[config.mk]
export PLATFORM = sky130hd
export DESIGN_NAME = http_request_html_framer_core
export DESIGN_NICKNAME = d
export VERILOG_FILES = /design/src/hdl/hrhf_pkg.sv /design/src/hdl/hrhf_step.sv /design/src/hdl/http_request_html_framer_core.sv
export SDC_FILE = /design/constraint.sdc
export NUM_CORES = 1
export LEC_CHECK = 0
export BUFFER_PORTS_ARGS = -buffer_cell sky130_fd_sc_hd__buf_2
export CORE_MARGIN = 2
export CORE_UTILIZATION = 45
export DETAILED_ROUTE_END_ITERATION = 7
export MAX_ROUTING_LAYER = met4
export PLACE_DENSITY = 0.64
export SYNTH_ARGS = -nofsm -noshare
export SYNTH_HDL_FRONTEND = slang
export SYNTH_HIERARCHICAL = 1
export SYNTH_SLANG_ARGS = --single-unit
[constraint.sdc]
create_clock -name clk_i -period 10 [get_ports clk_i]
set_input_delay 2 -clock clk_i [delete_from_list [all_inputs] [get_ports clk_i]]
set_output_delay 2 -clock clk_i [all_outputs]
set_load 0.02 [all_outputs]
[src/hdl/hrhf_pkg.sv]
// ----------------------------------------------------------------------------
// hrhf_pkg
// Shared types, codes and constants of the HTTP request framer.
// ----------------------------------------------------------------------------
package hrhf_pkg;

  localparam int unsigned LENGTH_BITS_DEF    = 16;
  localparam int unsigned TAIL_WINDOW_BITS   = 64;
  localparam int unsigned PREFIX_LEN         = 7;
  localparam int unsigned PREFIX_LEN_COUNTED = 6;

  localparam logic [7:0] CHAR_CR = 8'h0D;
  localparam logic [7:0] CHAR_LF = 8'h0A;

  localparam logic [TAIL_WINDOW_BITS-1:0] CLOSE_TAG = 64'h3C2F_6874_6D6C_3E0A;

  // byte_class codes
  localparam logic [1:0] CLS_HEADER  = 2'd0;
  localparam logic [1:0] CLS_PREFIX  = 2'd1;
  localparam logic [1:0] CLS_BODY    = 2'd2;
  localparam logic [1:0] CLS_OUTSIDE = 2'd3;

  typedef enum logic [1:0] {
    PH_HEADER = 2'd0,
    PH_PREFIX = 2'd1,
    PH_BODY   = 2'd2,
    PH_DONE   = 2'd3
  } phase_e;

  typedef struct packed {
    phase_e     phase;
    logic [1:0] cr_count;
    logic [1:0] lf_count;
    logic [2:0] prefix_index;
    logic       body_flag;
  } ctrl_t;

  typedef struct packed {
    logic [1:0] byte_class;
    logic       frame_complete;
    logic       verdict_valid;
    logic       parse_ok;
    logic       body_present;
  } res_t;

  // "<html>\n", one character per index
  function automatic logic [7:0] open_tag_byte(input logic [2:0] idx);
    logic [7:0] ch;
    unique case (idx)
      3'd0:    ch = 8'h3C;
      3'd1:    ch = 8'h68;
      3'd2:    ch = 8'h74;
      3'd3:    ch = 8'h6D;
      3'd4:    ch = 8'h6C;
      3'd5:    ch = 8'h3E;
      3'd6:    ch = 8'h0A;
      default: ch = 8'h00;
    endcase
    return ch;
  endfunction

endpackage

[src/hdl/hrhf_step.sv]
// ----------------------------------------------------------------------------
// hrhf_step
// Per-byte next-state and result logic of the request framer.
// ----------------------------------------------------------------------------
module hrhf_step import hrhf_pkg::*; #(
  parameter int unsigned LENGTH_BITS = LENGTH_BITS_DEF
) (
  input  logic [7:0]                  data_byte_i,
  input  logic                        buffer_end_i,
  input  ctrl_t                       ctrl_i,
  input  logic [LENGTH_BITS-1:0]      hdr_i,
  input  logic [LENGTH_BITS-1:0]      body_i,
  input  logic [TAIL_WINDOW_BITS-1:0] win_i,
  output ctrl_t                       ctrl_o,
  output logic [LENGTH_BITS-1:0]      hdr_o,
  output logic [LENGTH_BITS-1:0]      body_o,
  output logic [TAIL_WINDOW_BITS-1:0] win_o,
  output res_t                        res_o,
  output logic [LENGTH_BITS-1:0]      length_o
);

  localparam int unsigned SUM_BITS = LENGTH_BITS + 2;

  ctrl_t                       ctrl_n;
  logic [LENGTH_BITS-1:0]      hdr_n;
  logic [LENGTH_BITS-1:0]      body_n;
  logic [TAIL_WINDOW_BITS-1:0] win_n;
  logic [SUM_BITS-1:0]         len_sum;
  res_t                        res;

  always_comb begin
    ctrl_n             = ctrl_i;
    hdr_n              = hdr_i;
    body_n             = body_i;
    win_n              = win_i;
    res.byte_class     = CLS_OUTSIDE;
    res.frame_complete = 1'b0;

    unique case (ctrl_i.phase)
      PH_HEADER: begin
        res.byte_class = CLS_HEADER;
        hdr_n = (&hdr_i) ? hdr_i : hdr_i + 1'b1;
        if (data_byte_i == CHAR_CR) begin
          if (ctrl_i.lf_count <= 2'd1 && ctrl_i.cr_count != 2'd3) begin
            ctrl_n.cr_count = ctrl_i.cr_count + 2'd1;
          end
        end else if (data_byte_i == CHAR_LF) begin
          if ((ctrl_i.cr_count == 2'd1 || ctrl_i.cr_count == 2'd2) &&
              ctrl_i.lf_count != 2'd3) begin
            ctrl_n.lf_count = ctrl_i.lf_count + 2'd1;
          end
        end else begin
          ctrl_n.cr_count = 2'd0;
          ctrl_n.lf_count = 2'd0;
        end
        if (ctrl_n.cr_count == 2'd2 && ctrl_n.lf_count == 2'd2) begin
          ctrl_n.phase        = PH_PREFIX;
          ctrl_n.prefix_index = 3'd0;
        end
      end
      PH_PREFIX: begin
        if (ctrl_i.prefix_index != 3'(PREFIX_LEN) &&
            data_byte_i == open_tag_byte(ctrl_i.prefix_index)) begin
          res.byte_class      = CLS_PREFIX;
          ctrl_n.prefix_index = ctrl_i.prefix_index + 3'd1;
          if (ctrl_i.prefix_index == 3'(PREFIX_LEN - 1)) begin
            ctrl_n.body_flag = 1'b1;
            ctrl_n.phase     = PH_BODY;
            win_n            = '0;
          end
        end else begin
          // mismatch: request ends here without a body
          res.frame_complete = 1'b1;
          ctrl_n.phase       = PH_DONE;
        end
      end
      PH_BODY: begin
        res.byte_class = CLS_BODY;
        body_n = (&body_i) ? body_i : body_i + 1'b1;
        win_n  = {win_i[TAIL_WINDOW_BITS-9:0], data_byte_i};
        if (win_n == CLOSE_TAG) begin
          res.frame_complete = 1'b1;
          ctrl_n.phase       = PH_DONE;
        end
      end
      PH_DONE: begin
        res.byte_class = CLS_OUTSIDE;
      end
      default: begin
        res.byte_class = CLS_OUTSIDE;
      end
    endcase

    len_sum = SUM_BITS'(hdr_n);
    if (ctrl_n.body_flag) begin
      len_sum = len_sum + SUM_BITS'(body_n) + SUM_BITS'(PREFIX_LEN_COUNTED);
    end

    res.verdict_valid = buffer_end_i;
    res.parse_ok      = 1'b0;
    res.body_present  = 1'b0;
    length_o          = '0;
    ctrl_o            = ctrl_n;
    hdr_o             = hdr_n;
    body_o            = body_n;
    win_o             = win_n;

    if (buffer_end_i) begin
      if (ctrl_n.phase == PH_PREFIX) begin
        res.frame_complete = 1'b1;
      end
      res.parse_ok     = (ctrl_n.phase == PH_PREFIX) || (ctrl_n.phase == PH_DONE);
      res.body_present = ctrl_n.body_flag;
      length_o = (|len_sum[SUM_BITS-1:LENGTH_BITS]) ? '1 : len_sum[LENGTH_BITS-1:0];
      // back to the idle header state for the next buffer
      ctrl_o.phase        = PH_HEADER;
      ctrl_o.cr_count     = 2'd0;
      ctrl_o.lf_count     = 2'd0;
      ctrl_o.prefix_index = 3'd0;
      ctrl_o.body_flag    = 1'b0;
      hdr_o               = '0;
      body_o              = '0;
      win_o               = '0;
    end
  end

  assign res_o = res;

endmodule

[src/hdl/http_request_html_framer_core.sv]
// ----------------------------------------------------------------------------
// http_request_html_framer_core
// Byte-serial HTTP request framer with html body delimiting.
// ----------------------------------------------------------------------------
// Usage:
//   Input channel: one request byte per beat (data_byte_i, buffer_end_i with
//   the last byte of a buffer flagged), handshake in_valid_i / in_stall_o.
//   Output channel: exactly one result beat per input beat, handshake
//   out_valid_o / out_stall_i, carrying the byte class and, on the last
//   byte, the verdict (parse_ok, body_present, request_length).
//   The result of a byte accepted at a clock edge is shown from the next
//   cycle on. Throughput is one byte per cycle while the receiver does not
//   stall a full result register, set by the state update of the
//   header/prefix/body tracker followed by one output register.
//   When the receiver stalls while the result register is full, it holds and
//   in_stall_o is raised in the same cycle, so no byte is accepted until it drains.
//   Reset clears the tracker to the header phase and empties the output
//   register; a buffer's last byte also returns the tracker to that state.
// ----------------------------------------------------------------------------
module http_request_html_framer_core import hrhf_pkg::*; #(
  parameter int unsigned LENGTH_BITS = LENGTH_BITS_DEF
) (
  input  logic                   clk_i,
  input  logic                   rst_ni,
  input  logic                   in_valid_i,
  output logic                   in_stall_o,
  input  logic [7:0]             data_byte_i,
  input  logic                   buffer_end_i,
  output logic                   out_valid_o,
  input  logic                   out_stall_i,
  output logic [1:0]             byte_class_o,
  output logic                   frame_complete_o,
  output logic                   verdict_valid_o,
  output logic                   parse_ok_o,
  output logic                   body_present_o,
  output logic [LENGTH_BITS-1:0] request_length_o
);

  ctrl_t                       ctrl_q, ctrl_d;
  logic [LENGTH_BITS-1:0]      hdr_q, hdr_d;
  logic [LENGTH_BITS-1:0]      body_q, body_d;
  logic [TAIL_WINDOW_BITS-1:0] win_q, win_d;
  res_t                        res_q, res_d;
  logic [LENGTH_BITS-1:0]      len_q, len_d;
  logic                        out_valid_q;
  logic                        accept;

  assign in_stall_o = out_valid_q && out_stall_i;
  assign accept     = in_valid_i && !in_stall_o;

  hrhf_step #(
    .LENGTH_BITS(LENGTH_BITS)
  ) u_step (
    .data_byte_i (data_byte_i),
    .buffer_end_i(buffer_end_i),
    .ctrl_i      (ctrl_q),
    .hdr_i       (hdr_q),
    .body_i      (body_q),
    .win_i       (win_q),
    .ctrl_o      (ctrl_d),
    .hdr_o       (hdr_d),
    .body_o      (body_d),
    .win_o       (win_d),
    .res_o       (res_d),
    .length_o    (len_d)
  );

  always_ff @(posedge clk_i or negedge rst_ni) begin
    if (!rst_ni) begin
      ctrl_q <= '{phase: PH_HEADER, cr_count: 2'd0, lf_count: 2'd0,
                  prefix_index: 3'd0, body_flag: 1'b0};
      hdr_q  <= '0;
      body_q <= '0;
      win_q  <= '0;
    end else if (accept) begin
      ctrl_q <= ctrl_d;
      hdr_q  <= hdr_d;
      body_q <= body_d;
      win_q  <= win_d;
    end
  end

  always_ff @(posedge clk_i or negedge rst_ni) begin
    if (!rst_ni) begin
      out_valid_q <= 1'b0;
    end else if (accept) begin
      out_valid_q <= 1'b1;
    end else if (!out_stall_i) begin
      out_valid_q <= 1'b0;
    end
  end

  always_ff @(posedge clk_i) begin
    if (accept) begin
      res_q <= res_d;
      len_q <= len_d;
    end
  end

  assign out_valid_o      = out_valid_q;
  assign byte_class_o     = res_q.byte_class;
  assign frame_complete_o = res_q.frame_complete;
  assign verdict_valid_o  = res_q.verdict_valid;
  assign parse_ok_o       = res_q.parse_ok;
  assign body_present_o   = res_q.body_present;
  assign request_length_o = len_q;

endmodule

Word level (Yosys, flattened, before mapping)
Index checks and enable logic that the tools add are counted.
W data, S select, Z words.
{"block": "classes", "magnitude_cmp": 1, "n_addsub": 7, "muxes": 43, "n_eq_ne": 26, "n_reduce_logical": 20}
{"op": "$mux W56", "n": 3}
{"op": "$mux W16", "n": 7}
{"op": "$pmux W56 S2", "n": 1}
{"op": "$eq A64 B62 Y1 const B", "n": 1}
{"op": "$pmux W7 S7", "n": 1}
{"op": "$add A16 B1 Y16 const B", "n": 2}
{"op": "$reduce_and A16 Y1", "n": 2}
{"op": "$mux W2", "n": 13}
{"op": "$add A18 B3 Y18 const B", "n": 1}
{"op": "$mux W18", "n": 1}
{"op": "$add A16 B16 Y17", "n": 1}
{"op": "$eq A8 B4 Y1 const B", "n": 2}
{"op": "$eq A2 B2 Y1 const B", "n": 6}
{"op": "$mux W10", "n": 1}
{"op": "$eq A3 B3 Y1 const B", "n": 3}
{"op": "$ne A3 B2 Y1 const B", "n": 3}
{"op": "$eq A8 B8 Y1", "n": 1}
{"op": "$mux W1", "n": 8}
{"op": "$mux W4", "n": 2}
{"op": "$mux W8", "n": 1}
{"op": "$pmux W2 S4", "n": 1}
{"op": "$reduce_and A4 Y1", "n": 2}
{"op": "$eq A2 B1 Y1 const B", "n": 3}
{"op": "$eq A3 B2 Y1 const B", "n": 2}
{"op": "20 further kinds", "n": 29}
{"block": "word_totals", "regBits": 121, "input_bits": 13, "out_inout_bits": 24, "elab_cells": 112}

Longest topological paths before layout
Gate-level depths: netlist of the first run.
{"block": "depth", "word_depth": 14, "mapped_depth": 20, "mapped_depth_nobuf": 19}

Modules after synthesis
Netlist of the first run, hierarchy kept.
{"mod": "http_request_html_framer_core", "area_per_inst_um2": 4755.8, "n_inst": 1, "cells_per_inst": 250}
{"mod": "hrhf_step", "area_per_inst_um2": 3602.2, "n_inst": 1, "cells_per_inst": 502}

Worst setup path before layout of the first run
No wires, ideal clock.
{"block": "synth_path", "path_kind": "reg2reg", "startpoint": "register hdr_q[4]", "endpoint": "register len_q[14] (netlist: request_length_o[14]) (data pin)", "arrival_ns": 4.095, "n_path_buf": 1, "stages_incl_launch_ff": 19, "slack_ns": 5.647, "period_less_slack_ns": 4.353, "path_cell_list": "dfrtp_1 and4_1 and3_1 nand4_1 nand2_1 nor3_1 nand3_1 xnor2_1 ha_1 ha_1 nand2_1 o21ai_0 nand2_1 o21ai_0 a311o_1 o41a_1 a311o_4 buf_6 o221a_2"}
{"block": "synth_between", "elab_chain_cells": 8, "word_cells_on_any_way": 9}
{"item": "start, declared", "line_no": "http_request_html_framer_core.sv:40", "text": "logic [LENGTH_BITS-1:0] hdr_q, hdr_d;"}
{"item": "start signal, assigned", "line_no": "http_request_html_framer_core.sv:77", "text": "hdr_q <= hdr_d;"}
{"item": "$add A16 B1 Y16 / $reduce_and A16 Y1 (equally long branches)", "line_no": "hrhf_step.sv:42", "text": "hdr_n = (&hdr_i) ? hdr_i : hdr_i + 1'b1;"}
{"item": "$mux W16", "line_no": "hrhf_step.sv:42"}
{"item": "$mux W16 (*)", "line_no": "hrhf_step.sv:39", "text": "unique case (ctrl_i.phase)"}
{"item": "$add A16 B16 Y17", "line_no": "hrhf_step.sv:96", "text": "len_sum = len_sum + SUM_BITS'(body_n) + SUM_BITS'(PREFIX_LEN_COUNTED);"}
{"item": "$add A18 B3 Y18", "line_no": "hrhf_step.sv:96"}
{"item": "$mux W18 (*)", "line_no": "hrhf_step.sv:95", "text": "if (ctrl_n.body_flag) begin"}
{"item": "$reduce_or A2 Y1", "line_no": "hrhf_step.sv:114", "text": "length_o = (|len_sum[SUM_BITS-1:LENGTH_BITS]) ? '1 : len_sum[LENGTH_BITS-1:0];"}
{"item": "$mux W16 (*)", "line_no": "hrhf_step.sv:114"}
{"item": "end signal, assigned", "line_no": "http_request_html_framer_core.sv:96", "text": "len_q <= len_d;"}
{"item": "end, declared", "line_no": "http_request_html_framer_core.sv:44", "text": "logic [LENGTH_BITS-1:0] len_q, len_d;"}
Mark *: on every way between the ends. The rest lies on a longest branch, timed or not.
A chain may end at the register's enable or synchronous reset.

Worst setup path in the final report of the first run
{"block": "layout_path", "startpoint": "register ctrl_q[8] (netlist bit)", "endpoint": "register len_q[0] (netlist: request_length_o[0]) (data pin)"}
{"block": "layout_between", "elab_chain_cells": 7, "word_cells_on_any_way": 11}
{"item": "start, declared", "line_no": "http_request_html_framer_core.sv:39", "text": "ctrl_t ctrl_q, ctrl_d;"}
{"item": "start signal, assigned", "line_no": "http_request_html_framer_core.sv:70", "text": "ctrl_q <= '{phase: PH_HEADER, cr_count: 2'd0, lf_count: 2'd0,"}
{"item": "start signal, assigned", "line_no": "http_request_html_framer_core.sv:76", "text": "ctrl_q <= ctrl_d;"}
{"item": "$eq A2 B2 Y1 / $logic_not A2 Y1 (equally long branches)", "line_no": "hrhf_step.sv:39"}
{"item": "$mux W16", "line_no": "hrhf_step.sv:39"}
{"item": "$add A16 B16 Y17", "line_no": "hrhf_step.sv:96"}
{"item": "$add A18 B3 Y18", "line_no": "hrhf_step.sv:96"}
{"item": "$mux W18 (*)", "line_no": "hrhf_step.sv:95"}
{"item": "$reduce_or A2 Y1", "line_no": "hrhf_step.sv:114"}
{"item": "$mux W16 (*)", "line_no": "hrhf_step.sv:114"}
Marked as above.

==> impl_metrics.py, run 1 <==
metrics = {
    "yosys": {
        "syn_area_sq_um": 8000,
        "ys_warn_count": 6,
        "syn_nets": 790,
        "avgSynthCellArea_sq_um": 11.0,
        "synthCells": 728,
    },
    "cts": {
        "htreeDepth": 4,
        "cts_buffer_depth": 2,
        "cts_tree": "yes",
        "cts_setup_buffers": 0,
        "cts_sinks": 121,
        "root_buffer": "clkbuf_16",
        "ctsResizeCount": 0,
        "cts.hold.buffers_added": 0,
        "clk_latency_ns": 0.41,
        "cts_buffers": 17,
        "clk_pin_slew_ns": 0.05,
    },
    "timing": {
        "hold_viol": 0,
        "period_minus_slack_ns": 5.21,
        "fmax_ghz": 0.192,
        "min_period_over_period": 0.521,
        "max_slew_margin": 0.300,
        "max_slew.worst_pin.slew_ns": 1.05,
        "rsz0062_at_grt": "no",
        "worst_slack_ns": 4.79,
        "setup_tns_ns": 0,
        "drv_slew": 0,
        "clock_skew_ns": 0.00631,
        "setup_viol": 0,
    },
    "grt": {
        "antenna_found_initial": 0,
        "grt_overflow": 0,
        "grt.total_usage": 0.202,
        "grt_max_degree": 65,
        "grt_pass1_vias": 5685,
        "grt_pass1_wl_mm": 28.9,
    },
    "power_and_ir_drop": {
        "leakage_nw": 4.09,
        "fin_total_pwr_w": 0.00139,
        "p_per_area_nw_per_um2": 156,
        "ir_drop_mv": 0.110,
    },
    "route": {
        "drt_iter0_markers": 504,
        "drt-vias-per-instance": 5.86,
        "vias": 5774,
        "wl_per_cell_um": 17.9,
        "routed-wl-met2_mm": 8.34,
        "drtAntennaViolNets": 0,
        "wl_met3_um": 550,
        "maxUsedRoutingLayer": "met4",
        "drc_errors": 0,
        "wl_met1_mm": 8.51,
        "firstDrtPassIters": 5,
        "wl_mm": 17.7,
    },
    "worst_setup_path": {
        "worst_ep_required_time_ns": 10.16,
        "path_max_fanout": 16,
        "cp_slowest_cell": "nor3_1",
        "arrival_ns": 5.37,
        "path_delay_family": "compound AO/OA/AOI/OAI gates",
        "end_kind": "register",
        "crit_type": "register to register",
        "crit_buf_inv": 1,
        "slowest_delay_ns": 0.53,
        "worstSetupStartpointType": "register",
        "crit_chain": "inv_1 > ha_1 > nand2_1 > nor3_1 > nand3_1 > xnor2_1 > ha_1 > ha_1 > nand3_1 > o211ai_1 > nor3_1 > o21ai_0 > nand3_1 > o41a_1 > a311o_4 > o221a_2",
    },
    "floorplanning": {
        "fp.dieH_um": 137,
        "ioPinCount": 37,
        "dieArea_sq_um": 18900,
        "initial_core_util": 0.461,
        "die_w_um": 137,
        "core-area_sq_um": 17400,
        "rows": 48,
    },
    "cells_and_area": {
        "stdcell_count": 986,
        "fin_util": 0.512,
        "drive_gt1_frac": 0.250,
        "final_cell_mix": "dfrtp_1 (99), mux2_2 (70), a22o_1 (56), ha_1 (48), nor2_1 (37)",
        "final_common_cell": "dfrtp_1",
        "area_delta_synth_final_pct": 11.2,
        "nNetsFinal": 811,
        "antenna_cells": 0,
    },
    "hold_path": {
        "hold_class": "register to register",
    },
    "placed_design": {
        "pre_cts_slack_ns": 4.90,
        "io_buffers": 36,
        "place.gp.congestion": 0.912,
        "dp_cells": 955,
        "dpl.hpwl_mm": 11.9,
    },
    "job": {
        "maxCapViolations": 0,
    },
    "outcome": {
        "status": "completed",
    },
}
## metal layers
metal | global-route usage | vias up
met5 | - | -
met4 | 0.0825 | 0
met3 | 0.0302 | 19
met2 | 0.307 | 145
met1 | 0.271 | 2856
li1 | - | 2754
## final timing paths
check,depth (start not counted),to,slack [ns],startpoint
setup reg to reg,16,request_length_o[0],4.79,ctrl_q[8]
hold reg to reg,1,ctrl_q[0],0.52,ctrl_q[0]
min in group asynchronous,1,hdr_q[7],1.55,rst_ni
max in group asynchronous,2,win_q[47],7.23,rst_ni
hold / removal,1,ctrl_q[0],0.52,ctrl_q[0]
setup / recovery,16,request_length_o[0],4.79,ctrl_q[8]
## per-stage QoR
stage	hold WS, ns	cell area, sq um
2_1_floorplan	0.482	8000
3_3_place_gp	0.494	8300
3_5_place_dp	0.511	8300
4_1_cts	0.520	8890
5_1_grt	0.525	8890
6_report	0.519	8890
## state kept, by name (all words and copies together), names as in the netlist
signal	cells
ctrl_q	10
body_q	16
verdict_valid_o	1
body_present_o	1
parse_ok_o	1
request_length_o	16
hdr_q	16
out_valid_o	1
frame_complete_o	1
win_q	56
byte_class_o	2
## report_power, final
group	switching, W	internal (W)	total, W
logic	0.000151	0.0000944	0.000246
clock network	0.000213	0.000396	0.000609
registers	0.0000151	0.000519	0.000534
## layout make-up
cell class / count / area, sq um
inverters: 27 / 101
fillers: 1497 / 8470
multi-input cells: 541 / 4560
clock buffers: 23 / 498
well taps: 225 / 282
flip-flops and latches: 121 / 3140
clock inverters: 8 / 91.3
repair buffers: 41 / 220
No activity file was read; power rests on OpenSTA's default activity.
==> run 2, diff against run 1 <==
clock period = 4.99 ns   (was 10 ns; I/O delays follow)
==> run 2 against run 1 <==
Final cell count increased by 0.61%. Sequential share of layout area decreased by 0.53 points. Cell area rose by 1.6%. Maximum frequency increased by 9.5%. Register-to-register slack got worse by 4.6 ns. Via count grew 2.3%. Critical path depth rose by 2. Highest routed layer unchanged. Utilization up 0.81 points. Non-clock buffer count is 6 higher. Global-route usage is 0.70 points higher.
==> impl_metrics.py, run 2 (synthesis gave the netlist of run 1 again) <==
metrics = {
    "worst_setup_path": {
        "arrival_ns": 4.92,
        "worstReg2RegEnd": "request_length_o[1]",
        "worstSetupStartpointType": "register",
        "r2r_cells": 18,
        "end_kind": "register",
        "path_max_fanout": 16,
        "regToRegStartpoint": "hdr_q[0]",
        "r2r_slack_ns": 0.23,
        "worst_ep_required_time_ns": 5.15,
        "crit_type": "register to register",
    },
    "floorplanning": {
        "rows": 48,
        "ioPinCount": 37,
        "fp.dieH_um": 137,
        "dieArea_sq_um": 18900,
        "core-area_sq_um": 17400,
        "initial_core_util": 0.461,
        "die_w_um": 137,
    },
    "power_and_ir_drop": {
        "leakage_nw": 4.13,
        "p_int_w": 0.00206,
        "ir_drop_mv": 0.268,
        "seqPwrFrac": 0.378,
        "p_sw_w": 0.000779,
        "pwr-share-clk": 0.439,
        "p_per_area_nw_per_um2": 314,
        "p_comb_frac": 0.183,
        "sw_frac_of_total": 0.274,
    },
    "grt": {
        "grt_pass1_wl_mm": 29.7,
        "grt_max_degree": 76,
        "grt_overflow": 0,
        "grt.total_usage": 0.209,
        "grt_pass1_vias": 5765,
        "antenna_found_initial": 0,
    },
    "cts": {
        "root_buffer": "clkbuf_16",
        "cts.hold.buffers_added": 0,
        "cts_buffers": 17,
        "cts_buffer_depth": 2,
        "cts_sinks": 121,
        "clk_pin_slew_ns": 0.05,
        "htreeDepth": 4,
        "cts_tree": "yes",
        "clk_latency_ns": 0.42,
    },
    "cells_and_area": {
        "drive_gt1_frac": 0.267,
        "top_register": "win_q",
        "final_common_cell": "dfrtp_1",
        "final_cell_mix": "dfrtp_1 (98), mux2_2 (70), a22o_1 (56), ha_1 (47), nor2_1 (36)",
        "nNetsFinal": 817,
        "antenna_cells": 0,
        "area_delta_synth_final_pct": 12.9,
        "largest_register_ffs": 56,
        "fin_util": 0.520,
    },
    "route": {
        "drc_errors": 0,
        "vias": 5905,
        "firstDrtPassIters": 5,
        "drt_iter0_markers": 536,
        "wl_per_cell_um": 18.4,
        "wl_mm": 18.2,
        "drt-vias-per-instance": 5.95,
        "drtAntennaViolNets": 0,
    },
    "hold_path": {
        "hold_class": "register to register",
        "min_from": "ctrl_q[0]",
        "hold_depth": 1,
        "hold_end": "ctrl_q[0]",
    },
    "job": {
        "maxCapViolations": 0,
    },
    "timing": {
        "drv_slew": 0,
        "period_minus_slack_ns": 4.76,
        "min_period_over_period": 0.954,
        "worst_slack_ns": 0.231,
        "max_slew.worst_pin.slew_ns": 1.09,
        "clock_skew_ns": 0.00655,
        "setup_viol": 0,
        "hold_viol": 0,
        "fmax_ghz": 0.210,
        "max_slew_margin": 0.270,
    },
    "outcome": {
        "status": "completed",
    },
    "placed_design": {
        "io_buffers": 36,
        "pre_cts_slack_ns": 0.0895,
        "place.gp.congestion": 0.970,
        "dpl.hpwl_mm": 12.3,
    },
}
-- run 2: cell count changes in the layout (fill, tap and decap cells not counted), sizes merged --
cell / before / now
clkinvlp: 0 / 1
clkinv: 5 / 1
buf: 41 / 47
clkbuf: 23 / 27
bufinv: 2 / 1
-- run 2: per-stage QoR --
stage	cells	total power (W)	area (sq um)	hold WS (ns)	setup TNS, ns
global placement	961	0.00157	8360	0.501	0
detailed placement	961	0.00158	8360	0.502	0
floorplan	728	0.00144	8000	0.482	0
CTS	992	0.00283	8960	0.518	0
global route	992	0.00296	9030	0.540	-0.291
finish	992	0.00284	9030	0.514	0
-- run 2: layout make-up --
class | count | area (sq um)
Multi-Input combinational cell | 541 | 4620
Inverter | 27 | 101
Fill cell | 1470 | 8330
Clock buffer | 27 | 557
Tap cell | 225 | 282
Sequential cell | 121 | 3140
Clock inverter | 4 | 48.8
Timing Repair Buffer | 47 | 278
-- run 2: worst max-delay path, cell delays in order (launching register included) --
cell	delay [ns]
dfrtp_1	0.43
ha_1	0.21
nand3_1	0.18
nor3_2	0.26
nand4_1	0.21
nand2_4	0.18
nor2_2	0.07
nand2_1	0.09
xnor2_1	0.17
ha_1	0.29
ha_1	0.40
a21oi_1	0.21
o21ai_0	0.17
nand2_1	0.09
o21ai_0	0.07
a311o_1	0.35
o41a_1	0.40
a311o_4	0.44
o221a_2	0.28
-- run 2: timing repair --
action	4_1_cts	5_1_grt
endpoints found under the setup margin	0	16
hold endpoints to repair	0	0
buffers inserted	0	0
gates resized for setup	0	14
-- run 2: power by group through the flow --
stage / logic, W / clock network [W] / registers (W)
2_1_floorplan: 0.000345 / 0 / 0.00109
3_3_place_gp: 0.000483 / 0 / 0.00108
3_5_place_dp: 0.000494 / 0 / 0.00109
4_1_cts: 0.000496 / 0.00127 / 0.00107
5_1_grt: 0.000580 / 0.00131 / 0.00108
6_report: 0.000519 / 0.00125 / 0.00107
-- run 2: worst max path at each step --
| stage | depth (start not counted) | end | startpoint |
|---|---|---|---|
| 4_1_cts | 19 | request_length_o[1] | hdr_q[0] |
| 6_report | 18 | request_length_o[1] | hdr_q[0] |
| 3_5_place_dp | 15 | request_length_o[1] | hdr_q[4] |
| 5_1_grt | 18 | request_length_o[1] | hdr_q[0] |
| 2_1_floorplan | 18 | request_length_o[14] | hdr_q[4] |
| 3_3_place_gp | 15 | request_length_o[0] | hdr_q[4] |
-- run 2: routing by layer --
| metal | GRT usage | up-vias | part of all wire |
|---|---|---|---|
| li1 | - | 2767 | - |
| met1 | 0.282 | 2970 | 0.49 |
| met2 | 0.314 | 144 | 0.46 |
| met3 | 0.0383 | 24 | 0.037 |
| met4 | 0.0785 | 0 | 0.019 |
| met5 | - | - | 0 |
==> run 3, diff against run 2 <==
CAP_MARGIN = 30   (was not set)
REMOVE_ABC_BUFFERS = 1   (was not set)
==> run 3 against run 2 <==
Sequential cell count unchanged. Sequential power barely moved. Clock skew up 0.0074 ns. Maximum frequency hardly changed. Cell area up 0.46%. Final cell count rose by 0.50%. Via count is 0.10% lower. Critical path depth shrank 1. Critical path type unchanged.
==> impl_metrics.py, run 3 (synthesis gave the netlist of run 1 again) <==
metrics = {
    "outcome": {
        "status": "completed",
    },
    "worst_setup_path": {
        "crit_buf_inv": 0,
        "r2r_slack_ns": 0.23,
        "regToRegStartpoint": "hdr_q[1]",
        "critical_path.most_common_cell": "ha_1",
        "slowest_delay_ns": 0.43,
        "cp_slowest_cell": "a311o_4",
        "arrival_ns": 4.92,
        "worstSetupStartpointType": "register",
        "path_max_fanout": 16,
        "r2r_cells": 17,
        "path_delay_family": "compound AO/OA/AOI/OAI gates",
        "crit_type": "register to register",
        "worstReg2RegEnd": "request_length_o[1]",
        "end_kind": "register",
        "worst_ep_required_time_ns": 5.15,
        "crit_chain": "ha_1 > nand3_1 > nor3_2 > nand4_1 > nand2_4 > nor2_1 > xnor2_2 > ha_1 > ha_1 > nor2b_1 > o21ai_1 > a21bo_2 > a21oi_2 > a311o_1 > o41a_1 > a311o_4 > o221a_2",
    },
    "cts": {
        "root_buffer": "clkbuf_16",
        "cts_sinks": 121,
        "cts_buffers": 17,
        "clk_pin_slew_ns": 0.06,
        "clk_latency_ns": 0.42,
        "cts_buffer_depth": 2,
        "cts_tree": "yes",
        "htreeDepth": 4,
    },
    "cells_and_area": {
        "multi_input_area_sq_um": 4640,
        "final_cell_mix": "dfrtp_1 (97), mux2_2 (70), a22o_1 (56), ha_1 (47), nor2_1 (36)",
        "final_common_cell": "dfrtp_1",
        "largest_register_ffs": 56,
        "top_register": "win_q",
        "area_delta_synth_final_pct": 13.4,
        "antenna_cells": 0,
        "fillCellCount": 1486,
        "nNetsFinal": 821,
        "final-seq-area_sq_um": 3140,
        "drive_gt1_frac": 0.280,
    },
    "timing": {
        "clock_skew_ns": 0.0140,
        "setup_viol": 0,
        "min_period_over_period": 0.953,
        "period_minus_slack_ns": 4.76,
        "max_slew.worst_pin.slew_ns": 0.918,
        "fmax_ghz": 0.210,
        "fin_hold_ws_ns": 0.520,
        "worst_slack_ns": 0.233,
        "max_slew_margin": 0.388,
        "hold_viol": 0,
        "drv_slew": 0,
    },
    "floorplanning": {
        "rows": 48,
        "ioPinCount": 37,
        "core-area_sq_um": 17400,
        "dieArea_sq_um": 18900,
        "initial_core_util": 0.461,
        "die_w_um": 137,
        "fp.dieH_um": 137,
    },
    "route": {
        "drt_iter0_markers": 358,
        "drt-vias-per-instance": 5.92,
        "drtAntennaViolNets": 0,
        "vias": 5899,
        "drc_errors": 0,
        "wl_mm": 18.0,
        "firstDrtPassIters": 5,
        "wl_per_cell_um": 18.1,
    },
    "hold_path": {
        "hold_end": "ctrl_q[0]",
        "min_from": "ctrl_q[0]",
        "hold_class": "register to register",
        "hold_depth": 1,
    },
    "power_and_ir_drop": {
        "sw_frac_of_total": 0.292,
        "seqPwrFrac": 0.389,
        "fin_total_pwr_w": 0.00276,
        "pwr-share-clk": 0.423,
        "p_per_area_nw_per_um2": 304,
        "p_comb_frac": 0.188,
        "ir_drop_mv": 0.216,
        "leakage_nw": 4.16,
        "p_sw_w": 0.000805,
        "p_int_w": 0.00195,
    },
    "grt": {
        "grt_use_met3": 0.0416,
        "grt_pass1_wl_mm": 29.7,
        "antenna_found_initial": 0,
        "use_met1": 0.288,
        "grt_overflow": 0,
        "grt_pass1_vias": 5787,
        "grt_max_degree": 70,
        "use_met2": 0.310,
        "grt.total_usage": 0.208,
        "grt_busiest_layer": "met2",
    },
    "placed_design": {
        "pre_cts_slack_ns": 0.0653,
        "place.gp.congestion": 0.899,
        "dpl.hpwl_mm": 12.2,
        "io_buffers": 36,
    },
    "job": {
        "maxCapViolations": 0,
    },
}
[run 3: repair_timing]
item / 4_1_cts / 5_1_grt
hold buffers: 0 / 0
gates resized for setup: 0 / 17
setup buffers: 0 / 0
endpoints found under the setup margin: 0 / 16
[run 3: area by class of cell]
cell class / instances / share of cell area
Inverter: 27 / 0.0112
Clock buffer: 19 / 0.0488
Timing Repair Buffer: 51 / 0.0375
Sequential cell: 121 / 0.346
Clock inverter: 13 / 0.0134
Multi-Input combinational cell: 541 / 0.512
Tap cell: 225 / 0.0310
[run 3: worst max path at each step]
stage | depth (start not counted) | endpoint | slack (ns) | startpoint
floorplan | 2 | body_q[15] | -0.32 | in_valid_i
detailed placement | 19 | request_length_o[1] | 0.07 | hdr_q[1]
CTS | 19 | request_length_o[1] | 0.04 | hdr_q[1]
finish | 17 | request_length_o[1] | 0.23 | hdr_q[1]
global placement | 17 | request_length_o[5] | 0.21 | hdr_q[4]
global route | 17 | request_length_o[1] | -0.03 | hdr_q[4]
[run 3: metal layers]
| metal | vias up | share of wire |
|---|---|---|
| met3 | 21 | 0.041 |
| li1 | 2783 | - |
| met4 | 0 | 0.012 |
| met2 | 129 | 0.47 |
| met5 | - | 0 |
| met1 | 2966 | 0.48 |
[run 3: power groups by stage]
stage | logic (W) | registers [W] | clock network, W
floorplan | 0.000334 | 0.00110 | 0
global placement | 0.000483 | 0.00109 | 0
detailed placement | 0.000502 | 0.00109 | 0
CTS | 0.000505 | 0.00107 | 0.00119
global route | 0.000578 | 0.00108 | 0.00124
finish | 0.000520 | 0.00107 | 0.00117
[run 3: stage by stage]
step / setup TNS, ns / utilization / area (sq um) / cells
finish: 0 / 0.523 / 9070 / 997
global route: -0.145 / 0.523 / 9070 / 997
CTS: 0 / 0.518 / 8980 / 997
detailed placement: 0 / 0.485 / 8420 / 965
global placement: 0 / 0.482 / 8370 / 963
floorplan: -32.72 / - / 7780 / 689
